$ cat src/rtl/ogf_pkg.sv
`timescale 1ns / 1ps

package ogf_pkg;

    // Global map geometry
    localparam int MAP_COLS  = 128;
    localparam int MAP_ROWS  = 128;
    localparam int MAP_DEPTH = MAP_COLS * MAP_ROWS;
    localparam int ADDR_W    = $clog2(MAP_DEPTH);
    localparam int COL_W     = $clog2(MAP_COLS);
    localparam int ROW_W     = $clog2(MAP_ROWS);

    // Fixed-point datapath, units of 2^-15 cell
    localparam int FRAC_BITS = 15;
    localparam int HALF_W    = 9;   // 2*idx - size, half cells
    localparam int PROD_W    = 25;  // 9 x 16 signed
    localparam int SUM_W     = 27;
    localparam int CELL_W    = 13;  // floor(sum) + size/2

    // Stream words
    localparam int S_TDATA_W = 40;
    localparam int M_TDATA_W = 24;

    // Config port
    localparam int CFG_IDX_W  = 3;
    localparam int CFG_DATA_W = 16;

    localparam logic [CFG_IDX_W-1:0] REG_COS_HEADING  = 3'd0;
    localparam logic [CFG_IDX_W-1:0] REG_SIN_HEADING  = 3'd1;
    localparam logic [CFG_IDX_W-1:0] REG_POS_X_CELLS  = 3'd2;
    localparam logic [CFG_IDX_W-1:0] REG_POS_Y_CELLS  = 3'd3;
    localparam logic [CFG_IDX_W-1:0] REG_LOCAL_WIDTH  = 3'd4;
    localparam logic [CFG_IDX_W-1:0] REG_LOCAL_HEIGHT = 3'd5;

    localparam logic signed [15:0] COS_RESET = 16'sd16384;
    localparam logic signed [15:0] SIN_RESET = 16'sd0;
    localparam logic signed [15:0] POS_RESET = 16'sd0;
    localparam logic [7:0]         SIZE_RESET = 8'd100;

    typedef enum logic [2:0] {
        ST_CLEAR,
        ST_IDLE,
        ST_SUM,
        ST_READ,
        ST_UPD
    } state_t;

    // Resolved target of one item
    typedef struct packed {
        logic                    fuse;
        logic                    in_bounds;
        logic [6:0]              x;
        logic [6:0]              y;
        logic [ADDR_W-1:0]       addr;
        logic signed [7:0]       cost;
    } target_t;

    // Map write request
    typedef struct packed {
        logic              en;
        logic [ADDR_W-1:0] addr;
        logic [7:0]        data;
    } map_wr_t;

endpackage

$ cat src/rtl/ogf_xform.sv
`timescale 1ns / 1ps

module ogf_xform
    import ogf_pkg::*;
(
    input  logic                  aclk,
    input  logic                  aresetn,
    // config
    input  logic                  cfg_wr_en,
    input  logic [CFG_IDX_W-1:0]  cfg_addr,
    input  logic [CFG_DATA_W-1:0] cfg_wdata,
    // item fields, sampled on load
    input  logic                  load,
    input  logic                  action,
    input  logic [6:0]            local_row,
    input  logic [6:0]            local_col,
    input  logic signed [7:0]     cell_cost,
    input  logic [6:0]            read_x,
    input  logic [6:0]            read_y,
    // second stage
    input  logic                  sum_en,
    output target_t               tgt
);

    logic signed [15:0] cos_reg, sin_reg, pos_x_reg, pos_y_reg;
    logic [7:0]         lwidth_reg, lheight_reg;

    always_ff @(posedge aclk) begin
        if (!aresetn) begin
            cos_reg     <= COS_RESET;
            sin_reg     <= SIN_RESET;
            pos_x_reg   <= POS_RESET;
            pos_y_reg   <= POS_RESET;
            lwidth_reg  <= SIZE_RESET;
            lheight_reg <= SIZE_RESET;
        end else if (cfg_wr_en) begin
            case (cfg_addr)
                REG_COS_HEADING:  cos_reg     <= cfg_wdata;
                REG_SIN_HEADING:  sin_reg     <= cfg_wdata;
                REG_POS_X_CELLS:  pos_x_reg   <= cfg_wdata;
                REG_POS_Y_CELLS:  pos_y_reg   <= cfg_wdata;
                REG_LOCAL_WIDTH:  lwidth_reg  <= cfg_wdata[7:0];
                REG_LOCAL_HEIGHT: lheight_reg <= cfg_wdata[7:0];
                default: ;
            endcase
        end
    end

    // Stage 1: centre in half cells, four products
    logic signed [HALF_W-1:0] xh, yh;
    logic signed [PROD_W-1:0] p_xc, p_xs, p_yc, p_ys;

    assign xh = $signed({1'b0, local_row, 1'b0}) - $signed({1'b0, lwidth_reg});
    assign yh = $signed({1'b0, local_col, 1'b0}) - $signed({1'b0, lheight_reg});
    assign p_xc = PROD_W'(xh) * PROD_W'(cos_reg);
    assign p_xs = PROD_W'(xh) * PROD_W'(sin_reg);
    assign p_yc = PROD_W'(yh) * PROD_W'(cos_reg);
    assign p_ys = PROD_W'(yh) * PROD_W'(sin_reg);

    logic signed [PROD_W-1:0] p_xc_reg, p_xs_reg, p_yc_reg, p_ys_reg;
    logic                     action_reg;
    logic [6:0]               read_x_reg, read_y_reg;
    logic signed [7:0]        cost_reg;

    always_ff @(posedge aclk) begin
        if (load) begin
            p_xc_reg   <= p_xc;
            p_xs_reg   <= p_xs;
            p_yc_reg   <= p_yc;
            p_ys_reg   <= p_ys;
            action_reg <= action;
            read_x_reg <= read_x;
            read_y_reg <= read_y;
            cost_reg   <= cell_cost;
        end
    end

    // Stage 2: sum, floor, offset, bounds, address
    logic signed [SUM_W-1:0]  gx, gy;
    logic signed [CELL_W-1:0] col, row;
    logic                     fuse_ok, read_ok;
    logic [ADDR_W-1:0]        fuse_addr, read_addr;
    target_t                  tgt_next, tgt_reg;

    assign gx = {{2{p_xc_reg[PROD_W-1]}}, p_xc_reg} - {{2{p_ys_reg[PROD_W-1]}}, p_ys_reg}
              + {{4{pos_x_reg[15]}}, pos_x_reg, 7'b0};
    assign gy = {{2{p_xs_reg[PROD_W-1]}}, p_xs_reg} + {{2{p_yc_reg[PROD_W-1]}}, p_yc_reg}
              + {{4{pos_y_reg[15]}}, pos_y_reg, 7'b0};

    // dropping the fraction bits of a two's complement value is a floor
    assign col = {gx[SUM_W-1], gx[SUM_W-1:FRAC_BITS]} + CELL_W'(MAP_COLS / 2);
    assign row = {gy[SUM_W-1], gy[SUM_W-1:FRAC_BITS]} + CELL_W'(MAP_ROWS / 2);

    assign fuse_ok = !col[CELL_W-1] && (col < CELL_W'(MAP_COLS))
                  && !row[CELL_W-1] && (row < CELL_W'(MAP_ROWS));
    assign read_ok = ({25'd0, read_x_reg} < 32'(MAP_COLS))
                  && ({25'd0, read_y_reg} < 32'(MAP_ROWS));

    assign fuse_addr = ADDR_W'(row[ROW_W-1:0]) * ADDR_W'(MAP_COLS)
                     + ADDR_W'(col[COL_W-1:0]);
    assign read_addr = ADDR_W'(ROW_W'(read_y_reg)) * ADDR_W'(MAP_COLS)
                     + ADDR_W'(COL_W'(read_x_reg));

    always_comb begin
        tgt_next.fuse = !action_reg;
        tgt_next.cost = cost_reg;
        if (!action_reg) begin
            tgt_next.in_bounds = fuse_ok;
            tgt_next.x         = col[6:0];
            tgt_next.y         = row[6:0];
            tgt_next.addr      = fuse_addr;
        end else begin
            tgt_next.in_bounds = read_ok;
            tgt_next.x         = read_x_reg;
            tgt_next.y         = read_y_reg;
            tgt_next.addr      = read_addr;
        end
    end

    always_ff @(posedge aclk) begin
        if (sum_en) begin
            tgt_reg <= tgt_next;
        end
    end

    assign tgt = tgt_reg;

endmodule

$ cat config.mk
export PLATFORM = sky130hd
export DESIGN_NAME = ogf_xform
export DESIGN_NICKNAME = d
export VERILOG_FILES = /design/src/rtl/ogf_pkg.sv /design/src/rtl/ogf_xform.sv
export SDC_FILE = /design/constraint.sdc
export NUM_CORES = 2
export LEC_CHECK = 0
export BUFFER_PORTS_ARGS = -buffer_cell sky130_fd_sc_hd__buf_2
export CORE_MARGIN = 2
export CORE_UTILIZATION = 40
export DETAILED_ROUTE_END_ITERATION = 16
export GPL_ROUTABILITY_DRIVEN = 0
export PLACE_DENSITY = 0.61
export SLEW_MARGIN = 0
export SYNTH_ARGS = -nofsm -noshare
export SYNTH_HDL_FRONTEND = slang
export SYNTH_SLANG_ARGS = --single-unit
$ cat constraint.sdc
create_clock -name aclk -period 9.05 [get_ports aclk]
set_input_delay 2.715 -clock aclk [delete_from_list [all_inputs] [get_ports aclk]]
set_output_delay 2.715 -clock aclk [all_outputs]
set_load 0.03 [all_outputs]
Word-level counts from Yosys, hierarchy flattened:

Cells that the tools add are included.

* bits in registers: 241
* bits in latches: 0
* memory bits (writable): 0
* ROM bits: 0
* input bits: 61
* output and inout port bits: 38
* logic and storage cells: 55
* memories: 0

* add/subtract/negate cells: 10
* multipliers: 4
* div/mod/pow operators: 0
* magnitude comparators: 2
* eq/ne operators: 5
* shifts and indexed selects: 0
* multiplexer cells: 1
* bitwise gates (word level): 0
* reductions and logical operators: 13

Operators with widths (count)
* $mul 9x16->25: 4
* $add 26x23->27: 2
* $add 14x7->14: 2
* $mux 28: 1
* $add 12x8->13 const B: 2
* $add 25x25->26: 1
* $lt 13x9->1 const B: 2
* $sub 25x25->26: 1
* $sub 8x8->9: 2
* $reduce_and 2->1: 6
* $eq 3x2->1 const B: 2
* $eq 3x3->1 const B: 2
* $eq 3x1->1 const B: 1
* $logic_and 1x1->1: 3
* $logic_not 1->1: 3
* $logic_not 3->1: 1

Logic depth before layout (Yosys ltp):

* word-level depth: 7
* depth in mapped cells: 31
* gate-level depth less buffers: 30

Worst setup path before layout:

No wires, ideal clock.

* path kind: input to register
* start: input port local_row[0]
* end: register p_xc_reg[21] (data pin)
* setup time: 0.258 ns
* arrival: 8.867 ns
* data required time: 8.792 ns
* path slack: -0.075 ns
* stages: 29
* path buffers: 1
* cell sequence: ha_1 nor2b_1 o21ai_1 nand2b_1 a21o_1 a21o_1 a21o_1 a21oi_1 xnor2_1 clkbuf_1 nand2_1 fa_1 fa_1 inv_1 fa_1 fa_1 inv_1 fa_1 inv_1 ha_1 o21ai_1 a21boi_1 o21ai_1 a21oi_1 a221o_1 o41a_1 a41oi_1 nor2b_1 xnor2_1

* longest elaborated chain between the ends: 2

Ends and longest elaborated chain
* start, declared: RTL line ogf_xform.sv:15 `input logic [6:0] local_row,`
* $sub 8x8->9: RTL line ogf_xform.sv:53 `assign xh = $signed({1'b0, local_row, 1'b0}) - $signed({1'b0, lwidth_reg});`
* $mul 9x16->25: RTL line ogf_xform.sv:55 `assign p_xc = PROD_W'(xh) * PROD_W'(cos_reg);`
* named net p_xc[21]: RTL line ogf_xform.sv:51 `logic signed [PROD_W-1:0] p_xc, p_xs, p_yc, p_ys;`
* end signal, assigned: RTL line ogf_xform.sv:67 `p_xc_reg <= p_xc;`
* end, declared: RTL line ogf_xform.sv:60 `logic signed [PROD_W-1:0] p_xc_reg, p_xs_reg, p_yc_reg, p_ys_reg;`

The timed path passes the listed nets, and every way through them passes these cells.
A chain may end at the register's enable or synchronous reset.

Final worst setup path:

* start: input port local_row[0]
* end: register p_xc_reg[23] (data pin)

The elaborated chain is that of the path after synthesis.

==> results.json <==
{
  "core_area_um2": 75800,
  "synthCells": 3106,
  "pre_cts_ws_ns": -0.454,
  "fin_crit_ns": 8.76,
  "drc": 0,
  "rrSetupSlack_ns": 1.74,
  "via_per_inst": 4.97,
  "dr_total_vias": 21100,
  "ys_seq_elements": 227,
  "worst-path-buf-inv": 4,
  "root_buffer": "clkbuf_16",
  "power.internal_mw": 3.06,
  "numCtsBuffers": 28,
  "synth_edf_count": 147,
  "clock_latency_ns": 0.59,
  "die_w_um": 280,
  "die_area_um2": 78600,
  "drive_above_1_share_pct": 10.9,
  "worst_pin_slew_ns": 1.03,
  "synth-async-reset-ratio_pct": 0,
  "wl_um": 73200,
  "slowest_delay_ns": 0.50,
  "fin_skew_ns": 0.0270,
  "min_period_over_period_pct": 96.8,
  "start_util_pct": 40.3,
  "r2r_start": "lheight_reg[0]$_SDFFE_PN0P_",
  "drtPass1Iterations": 6,
  "worst_ep_arrival_time_ns": 9.10,
  "end_kind": "register",
  "io_pins": 99,
  "final.setup.worst_slack_ns": 0.289,
  "min-delay-start": "cost_reg[0]$_DFFE_PP_",
  "powerDensity_nw_per_um2": 153,
  "critPathTopFamily": "adder cells",
  "synth_warnings": 0,
  "slowest_stage": "fa_1",
  "relSlewSlack_pct": 31.2,
  "p_clk_share_pct": 21.5,
  "fillCellCount": 7334,
  "path_class": "input pin to register",
  "hold_path_class": "register to register",
  "syn_nets": 3965,
  "cts.sinks": 227,
  "port_buffers": 98,
  "nets": 4101,
  "synth_area_um2": 30600,
  "synthFlopType": "edfxtp_1",
  "grt_pass1_vias": 21900,
  "power_frac_comb_pct": 51.3,
  "worstHoldEndpoint": "tgt[0]$_DFFE_PP_",
  "dieHeight_um": 280,
  "cts_tree": "yes",
  "slew_violations": 0,
  "finalPower_mw": 5.21,
  "clock_path_buffers": 3,
  "r2r-end": "p_yc_reg[23]$_DFFE_PP_",
  "antenna_found_initial": 0,
  "whs_path_depth": 0,
  "overflow": 0,
  "synth_cell_type_count": 58,
  "status": "complete, no violations",
  "antenna_left": 0,
  "crit_top_cell": "fa_1",
  "critPathLaunchType": "input pin",
  "p_switching_mw": 2.16,
  "row_count": 101,
  "fmax_mhz": 114,
  "worst_r2r_path_depth": 28,
  "postCtsSetupRepairBufs": 0,
  "areaGrowthSynthToFinish_pct": 11.4,
  "wl_per_cell_um": 17.3,
  "grt_max_degree": 81,
  "power.share.switching_pct": 41.3,
  "maxCapViolCount": 0,
  "hold_viol": 0,
  "setup_viol": 0,
  "p_leak_nw": 16.8,
  "first_iter_violations": 1031,
  "crit_required_ns": 9.38,
  "post-dp-hpwl_um": 57800,
  "yosysSeqAreaShare_pct": 19.7,
  "clk_pin_slew_worst_paths_ns": 0.06,
  "grt.total_usage_pct": 19.5,
  "seqPwrFrac_pct": 27.2,
  "syn_avg_cell_area_um2": 9.84,
  "vdd_ir_drop_max_uv": 129,
  "critPathMaxFanout": 4,
  "htreeDepth": 1,
  "grt_pass1_wl_um": 121000
}
[cell usage after synthesis, types with 3 or more instances]
cell / number / area share [%]
a211o_1: 3 / 0.086
a211oi_1: 11 / 0.27
a21boi_0: 60 / 1.5
a21boi_1: 22 / 0.54
a21o_1: 33 / 0.81
a21oi_1: 69 / 1.1
a31oi_1: 6 / 0.12
a41o_1: 3 / 0.098
a41oi_1: 7 / 0.20
and2_1: 298 / 6.1
and3_1: 15 / 0.31
buf_4: 14 / 0.34
clkbuf_1: 122 / 1.5
dfxtp_1: 80 / 5.2
edfxtp_1: 147 / 14
fa_1: 514 / 34
ha_1: 284 / 12
inv_1: 511 / 6.3
nand2_1: 369 / 4.5
nand2b_1: 64 / 1.3
nand3_1: 23 / 0.38
nand4_1: 7 / 0.14
nor2_1: 109 / 1.3
nor2b_1: 36 / 0.74
nor3_1: 30 / 0.49
o211ai_1: 12 / 0.29
o21a_1: 5 / 0.12
o21ai_0: 30 / 0.49
o21ai_1: 24 / 0.39
o21bai_1: 3 / 0.074
o31ai_1: 4 / 0.098
o41ai_1: 3 / 0.086
or2_1: 8 / 0.16
or2_2: 16 / 0.33
or3_1: 12 / 0.25
xnor2_1: 90 / 2.6
xor2_1: 35 / 1.0
[cells in the final DEF, fill, tap and decap left out, types with 30 or more instances in the layout]
cell type and n:
nor2_1 108, nand2b_1 64, xnor2_1 86, nand2_1 369, buf_2 97, a21boi_0 60
edfxtp_1 147, a21oi_1 61, inv_1 511, nor2b_1 34, buf_4 139, a21o_1 33
nor3_1 30, ha_1 283, dfxtp_1 80, fa_1 513, and2_1 298
[stage by stage]
stage | TNS [ns] | cell area (um^2) | util, % | std cells | hold slack [ns]
2_1_floorplan | 0 | 30600 | - | 3106 | 0.400
3_3_place_gp | -4.84 | 33000 | 43.5 | 4190 | 0.400
3_5_place_dp | -6.45 | 33000 | 43.5 | 4190 | 0.405
4_1_cts | 0 | 33900 | 44.7 | 4242 | 0.418
5_1_grt | -0.0176 | 34000 | 44.9 | 4242 | 0.426
6_report | 0 | 34000 | 44.9 | 4243 | 0.417
[worst max path at each step]
stage / startpoint / endpoint / slack, ns / depth (start not counted)
floorplan: local_row[0] / p_xc_reg[23]$_DFFE_PP_ / 0.01 / 29
global route: local_col[0] / p_yc_reg[24]$_DFFE_PP_ / -0.02 / 31
global placement: local_col[1] / p_ys_reg[23]$_DFFE_PP_ / -0.38 / 28
CTS: local_col[1] / p_ys_reg[23]$_DFFE_PP_ / 0.17 / 28
detailed placement: local_col[1] / p_ys_reg[23]$_DFFE_PP_ / -0.45 / 28
finish: local_row[0] / p_xc_reg[23]$_DFFE_PP_ / 0.29 / 29
[metal layers]
layer | GRT usage (%) | up-vias | wire length, um
met3 | 1.43 | 97 | 2390
met5 | 0 | - | 0
li1 | - | 9961 | -
met2 | 33.4 | 380 | 35200
met1 | 26.9 | 10700 | 33700
met4 | 4.58 | 0 | 2010
[area by class of cell]
type                    count  area [um^2]  area share, %
multi-input cells        2231        22300           65.6
diodes                      1         2.50        0.00735
clock buffers              38          800           2.35
clock inverters            14          100          0.294
well taps                 978         1220           3.60
flip-flops and latches    227         6020           17.7
repair buffers            243         1650           4.85
inverters                 511         1920           5.64
[worst register-to-register path: cells and delay by family, from the launching register on]
kind            cells  cell delay [ns]
flops               1             0.88
fa+ha+maj           7             3.00
simple gates        3             0.41
xor+xnor            1             0.14
compound gates     13             2.33
buf+inv             4             0.29
[repair_timing]
item,CTS,global route
resized for setup,0,32
endpoints found under the setup margin,0,15
hold buffers,0,0
[power by group through the flow]
| stage | registers (mW) | clock network (mW) | logic (mW) |
|---|---|---|---|
| 6_report | 1.42 | 1.12 | 2.68 |
| 5_1_grt | 1.43 | 1.18 | 3.03 |
| 4_1_cts | 1.43 | 1.15 | 2.68 |
| 3_5_place_dp | 1.45 | 0 | 2.65 |
| 3_3_place_gp | 1.45 | 0 | 2.62 |
| 2_1_floorplan | 1.43 | 0 | 1.86 |
[cell families (layout without fill, tap and decap cells)]
group | after synthesis | in the layout | synth area share (%)
buffers and inverters | 648 | 806 | 8.14
multiplexers | 4 | 4 | 0.139
AO/OA/AOI/OAI | 309 | 309 | 6.85
AND/OR/NAND/NOR | 995 | 995 | 16.3
other | 0 | 1 | 0
adder cells (fa/ha/maj) | 798 | 798 | 45.3
flip-flops | 227 | 227 | 19.7
XOR/XNOR | 125 | 125 | 3.58
Power figures use the tool's default switching activity.
